### src/rtl/pli_pkg.sv
`timescale 1ns / 1ps

package pli_pkg;

   localparam int DATA_WIDTH = 32;
   localparam int FRAC_BITS  = 16;
   localparam int MAG_WIDTH  = DATA_WIDTH + 1;
   localparam int PROD_WIDTH = 2 * MAG_WIDTH;
   localparam int DIV_WIDTH  = 2 * DATA_WIDTH + 1;
   localparam int CSR_INDEX_WIDTH = 2;

   localparam logic KIND_WRITE = 1'b0;
   localparam logic KIND_QUERY = 1'b1;

   localparam logic [CSR_INDEX_WIDTH-1:0] CSR_POINT_COUNT = 2'd0;
   localparam logic [CSR_INDEX_WIDTH-1:0] CSR_SCALE       = 2'd1;
   localparam logic [CSR_INDEX_WIDTH-1:0] CSR_HOLD_LAST   = 2'd2;

   typedef enum logic [2:0] {
      STATUS_INTERP = 3'd0,
      STATUS_EXACT  = 3'd1,
      STATUS_BEFORE = 3'd2,
      STATUS_PAST   = 3'd3,
      STATUS_EMPTY  = 3'd4,
      STATUS_SAT    = 3'd5
   } status_type;

   typedef enum logic {
      ALU_MUL = 1'b0,
      ALU_DIV = 1'b1
   } alu_op_type;

   typedef struct packed {
      logic       start;
      alu_op_type op;
   } alu_cmd_type;

endpackage

### src/rtl/pli_alu.sv
`timescale 1ns / 1ps

module pli_alu import pli_pkg::*; (
   input  logic                  clock,
   input  logic                  reset,
   input  alu_cmd_type           cmd,
   input  logic [DIV_WIDTH-1:0]  opa,
   input  logic [MAG_WIDTH-1:0]  opb,
   output logic                  done,
   output logic [PROD_WIDTH-1:0] product,
   output logic [DIV_WIDTH-1:0]  quotient
);

   localparam int CW = $clog2(DIV_WIDTH + 1);

   logic [MAG_WIDTH:0]   hi_ff;
   logic [DIV_WIDTH-1:0] lo_ff;
   logic [MAG_WIDTH-1:0] b_ff;
   alu_op_type           op_ff;
   logic [CW-1:0]        cnt_ff;
   logic                 busy_ff;
   logic                 done_ff;

   logic [MAG_WIDTH:0]   x;
   logic [MAG_WIDTH:0]   y;
   logic [MAG_WIDTH+1:0] sum;

   // one shared adder: add for shift-add multiply, subtract for restoring divide
   always_comb begin
      if (op_ff == ALU_MUL) begin
         x = hi_ff;
         y = lo_ff[0] ? {1'b0, b_ff} : '0;
      end else begin
         x = {hi_ff[MAG_WIDTH-1:0], lo_ff[DIV_WIDTH-1]};
         y = ~{1'b0, b_ff};
      end
      sum = {1'b0, x} + {1'b0, y} + {{(MAG_WIDTH+1){1'b0}}, (op_ff == ALU_DIV)};
   end

   always_ff @(posedge clock) begin
      if (reset) begin
         busy_ff <= 1'b0;
         done_ff <= 1'b0;
      end else begin
         done_ff <= !cmd.start && busy_ff && cnt_ff == CW'(1);
         if (cmd.start) begin
            busy_ff <= 1'b1;
         end else if (busy_ff && cnt_ff == CW'(1)) begin
            busy_ff <= 1'b0;
         end
      end
   end

   always_ff @(posedge clock) begin
      if (cmd.start) begin
         op_ff  <= cmd.op;
         b_ff   <= opb;
         hi_ff  <= '0;
         lo_ff  <= opa;
         cnt_ff <= (cmd.op == ALU_MUL) ? CW'(MAG_WIDTH) : CW'(DIV_WIDTH);
      end else if (busy_ff) begin
         cnt_ff <= cnt_ff - CW'(1);
         if (op_ff == ALU_MUL) begin
            hi_ff <= {1'b0, sum[MAG_WIDTH:1]};
            lo_ff <= {sum[0], lo_ff[DIV_WIDTH-1:1]};
         end else begin
            if (sum[MAG_WIDTH+1]) begin
               hi_ff <= sum[MAG_WIDTH:0];
            end else begin
               hi_ff <= {hi_ff[MAG_WIDTH-1:0], lo_ff[DIV_WIDTH-1]};
            end
            lo_ff <= {lo_ff[DIV_WIDTH-2:0], sum[MAG_WIDTH+1]};
         end
      end
   end

   assign done     = done_ff;
   assign product  = {hi_ff[MAG_WIDTH-1:0], lo_ff[DIV_WIDTH-1 -: MAG_WIDTH]};
   assign quotient = lo_ff;

endmodule

### config.mk
export PLATFORM = sky130hd
export DESIGN_NAME = pli_alu
export DESIGN_NICKNAME = d
export VERILOG_FILES = /design/src/rtl/pli_pkg.sv /design/src/rtl/pli_alu.sv
export SDC_FILE = /design/constraint.sdc
export NUM_CORES = 1
export LEC_CHECK = 0
export BUFFER_PORTS_ARGS = -buffer_cell sky130_fd_sc_hd__clkbuf_2
export CORE_MARGIN = 2
export CORE_UTILIZATION = 55
export CTS_CLUSTER_SIZE = 20
export DETAILED_ROUTE_END_ITERATION = 8
export MAX_ROUTING_LAYER = met4
export PLACE_DENSITY_LB_ADDON = 0.1
export SLEW_MARGIN = 5
export SYNTH_ARGS = -nofsm -noshare
export SYNTH_HDL_FRONTEND = slang
export SYNTH_SLANG_ARGS = --single-unit
### constraint.sdc
create_clock -name clock -period 4.88 [get_ports clock]
set_input_delay 0.244 -clock clock [delete_from_list [all_inputs] [get_ports clock]]
set_output_delay 0.244 -clock clock [all_outputs]
set_load 0.01 [all_outputs]
==> flow_metrics.env <==
export IMPL_status="completed"
export IMPL_p_per_area_nw_per_um2=340.7
export IMPL_hold_path_depth=1
export IMPL_setup_violations=0
export IMPL_cts_buffers=17
export IMPL_dieArea_um2=18510
export IMPL_drt_initial_drc_count=759
export IMPL_critPathMaxStageDelay_ps=940
export IMPL_grt_first_pass_wirelength_um=39540
export IMPL_netSwitchingFraction=0.3295
export IMPL_critical_path_class="flip-flop to flip-flop"
export IMPL_synth_fp_nets=1153
export IMPL_hold_viol_final=0
export IMPL_start_util=0.5584
export IMPL_num_antenna_cells=0
export IMPL_path_buf_inv=1
export IMPL_start_kind="flip-flop"
export IMPL_critPathMaxFanout=70
export IMPL_rsz0062_at_grt="false"
export IMPL_max_freq_mhz=223.1
export IMPL_grt_max_degree=100
export IMPL_hold_start="cmd[0]"
export IMPL_clock_root_buffer="clkbuf_16"
export IMPL_io_pins=234
export IMPL_clkTransAtPathRegs_ps=60
export IMPL_dpl_hpwl_um=17420
export IMPL_core_um2=17180
export IMPL_synth_seq_cells=142
export IMPL_worstReg2RegStart="op_ff"
export IMPL_fin_tns_setup_ps=0
export IMPL_synth_cells=1015
export IMPL_ys_seq_area_frac=0.4070
export IMPL_cts_htree_levels=4
export IMPL_clock_path_buffers=2
export IMPL_critPathMostFrequentCell="o21ai_2"
export IMPL_cts_tree="yes"
export IMPL_syn_area_per_cell_um2=9.450
export IMPL_layout_commonest_cell="clkbuf_2"
export IMPL_arrival_ps=4810
export IMPL_post_route_drc_count=0
export IMPL_cp_slowest_cell="o21ai_2"
export IMPL_place_congestion=0.9246
export IMPL_nets=1327
export IMPL_fill_cells=1481
export IMPL_seq_power_share=0.407
export IMPL_synth_flop_cell="edfxtp_1"
export IMPL_firstDrtPassIters=6
export IMPL_fin_skew_ps=8.810
export IMPL_grt_use_total=0.2780
export IMPL_p_leak_nw=4.981
export IMPL_wl_per_cell_um=17.68
export IMPL_synth_distinct_cells=69
export IMPL_cts_resized_gates=0
export IMPL_rows=48
export IMPL_r2r_end="hi_ff[27]"
export IMPL_insertion_delay_ps=430
export IMPL_vias=8262
export IMPL_slew_viol_final=0
export IMPL_antenna_found_initial=0
export IMPL_cp_top_family="compound AO/OA/AOI/OAI gates"
export IMPL_hold_buffers=34
export IMPL_cp_required_ps=5210
export IMPL_wl_um=25230
export IMPL_die_w_um=136.1
export IMPL_placed_cell_area_um2=10420
export IMPL_hold_class="input port to flip-flop"
export IMPL_r2r_slack_ps=400
export IMPL_p_int_mw=2.591
export IMPL_period_needed_ps=4483
export IMPL_vdd_drop_max_mv=0.2816
export IMPL_area_growth_pct=18.22
export IMPL_min_to="op_ff"
export IMPL_layout_drive_gt1_share=0.2795
export IMPL_ys_async_sr_fraction=0
export IMPL_postCtsSetupRepairBufs=0
export IMPL_design_area_um2=11340
export IMPL_slew_headroom=0.1915
export IMPL_drv_cap=0
export IMPL_grt_pass1_vias=7771
export IMPL_syn_area_um2=9592
export IMPL_final_cell_mix="clkbuf_2, nand2_1, o21ai_0"
export IMPL_port_buffer_count=233
export IMPL_synth_edf_count=106
export IMPL_ys_warn_count=0
export IMPL_ant_nets=0
export IMPL_end_kind="flip-flop"
export IMPL_power_frac_comb=0.258
export IMPL_tightest_slew_ps=1213
export IMPL_power_switching_mw=1.273
export IMPL_cts_sinks=142
export IMPL_rr_worst_depth=12
export IMPL_clkPwrFrac=0.335
export IMPL_fp_dieH_um=136.1
export IMPL_via_per_inst=5.790
export IMPL_path_cells="buf_12 > mux2_2 > ha_1 > nor2b_1 > o211ai_1 > a31oi_2 > o21ai_2 > a21oi_2 > o21ai_2 > nand2_2 > mux2i_1 > a311oi_1"
export IMPL_grt_overflow=0
export IMPL_period_share=0.9186
==> metal layers <==
layer | track usage | up-vias | share of wire
met5 | - | - | 0
met2 | 0.4280 | 366 | 0.47
met1 | 0.3672 | 3819 | 0.44
met3 | 0.04922 | 55 | 0.068
met4 | 0.1059 | 0 | 0.026
li1 | - | 4022 | -
==> registers in the layout, summed over array words and instances (netlist names) <==
| name | flops |
|---|---|
| b_ff | 33 |
| done | 1 |
| hi_ff | 34 |
| op_ff | 1 |
| busy_ff | 1 |
| quotient | 65 |
| cnt_ff | 7 |
==> cell families (layout without fill, tap and decap cells) <==
| group | after synthesis | after routing | share of synthesized area |
|---|---|---|---|
| buf+inv | 139 | 326 | 0.08375 |
| simple gates | 261 | 261 | 0.1187 |
| flops | 142 | 142 | 0.4070 |
| fa+ha+maj | 36 | 36 | 0.04853 |
| compound gates | 299 | 299 | 0.1982 |
| xor+xnor | 34 | 34 | 0.03105 |
| mux | 104 | 104 | 0.1128 |
==> Yosys cell counts, drive strengths merged, types with 3 or more instances <==
master | n | area share
a21oi | 40 | 0.023
edfxtp | 106 | 0.33
o31ai | 3 | 0.0029
xnor2 | 19 | 0.017
a22o | 14 | 0.013
a21o | 12 | 0.0094
ha | 34 | 0.044
mux2i | 71 | 0.074
and2 | 4 | 0.0026
a211oi | 8 | 0.0078
nor4 | 3 | 0.0020
nor2 | 42 | 0.017
mux2 | 33 | 0.039
dfxtp | 36 | 0.075
a32o | 4 | 0.0042
o21ai | 143 | 0.076
o221ai | 4 | 0.0037
nand3 | 31 | 0.016
o22ai | 3 | 0.0026
o21a | 11 | 0.0086
o211ai | 11 | 0.0086
or2 | 3 | 0.0020
nand4 | 7 | 0.0046
buf | 88 | 0.064
a31oi | 20 | 0.014
nor3 | 6 | 0.0031
nor2b | 7 | 0.0046
o21bai | 3 | 0.0023
clkbuf | 39 | 0.015
xor2 | 15 | 0.014
a311oi | 3 | 0.0027
nand2b | 7 | 0.0046
inv | 12 | 0.0047
nand2 | 144 | 0.057
==> how the worst max path moves through the flow <==
stage          startpoint         to  slack, ps  cells after the start
6_report            op_ff  hi_ff[27]        400                     12
3_5_place_dp        op_ff  hi_ff[27]        510                     12
5_1_grt             op_ff  hi_ff[27]        130                     11
3_3_place_gp        op_ff  hi_ff[27]        640                     12
4_1_cts             op_ff  hi_ff[27]        470                     12
2_1_floorplan       op_ff   hi_ff[8]       1070                     16
==> power groups by stage <==
stage / registers (mW) / logic, mW / clock network [mW]
final: 1.57 / 0.996 / 1.29
after global routing: 1.59 / 1.10 / 1.35
after CTS: 1.57 / 0.992 / 1.31
after detailed placement: 1.60 / 0.965 / 0
after global placement: 1.60 / 0.951 / 0
after floorplan: 1.58 / 0.707 / 0
==> stage by stage <==
step	worst slack [ps]	hold WS [ps]	utilization	instances	total power, mW
detailed placement	507.8	422.6	0.6065	1361	2.563
floorplan	1068	316.4	-	1015	2.290
CTS	471.1	14.63	0.6602	1427	3.876
finish	397.2	24.49	0.6602	1427	3.864
global placement	636.8	420.8	0.6065	1361	2.547
global route	126.7	27.09	0.6602	1427	4.047
==> final cells by class <==
cell class,count,area [um^2],share of cell area
clock buffer,17,425.4,0.03752
clock inverter,15,156.4,0.01379
inverter,12,45.04,0.003972
multi-input combinational,734,4890,0.4312
sequential,142,3904,0.3443
tap,225,281.5,0.02483
timing repair buffer,282,1638,0.1444
Note: power is estimated with default switching activity, not from simulation.
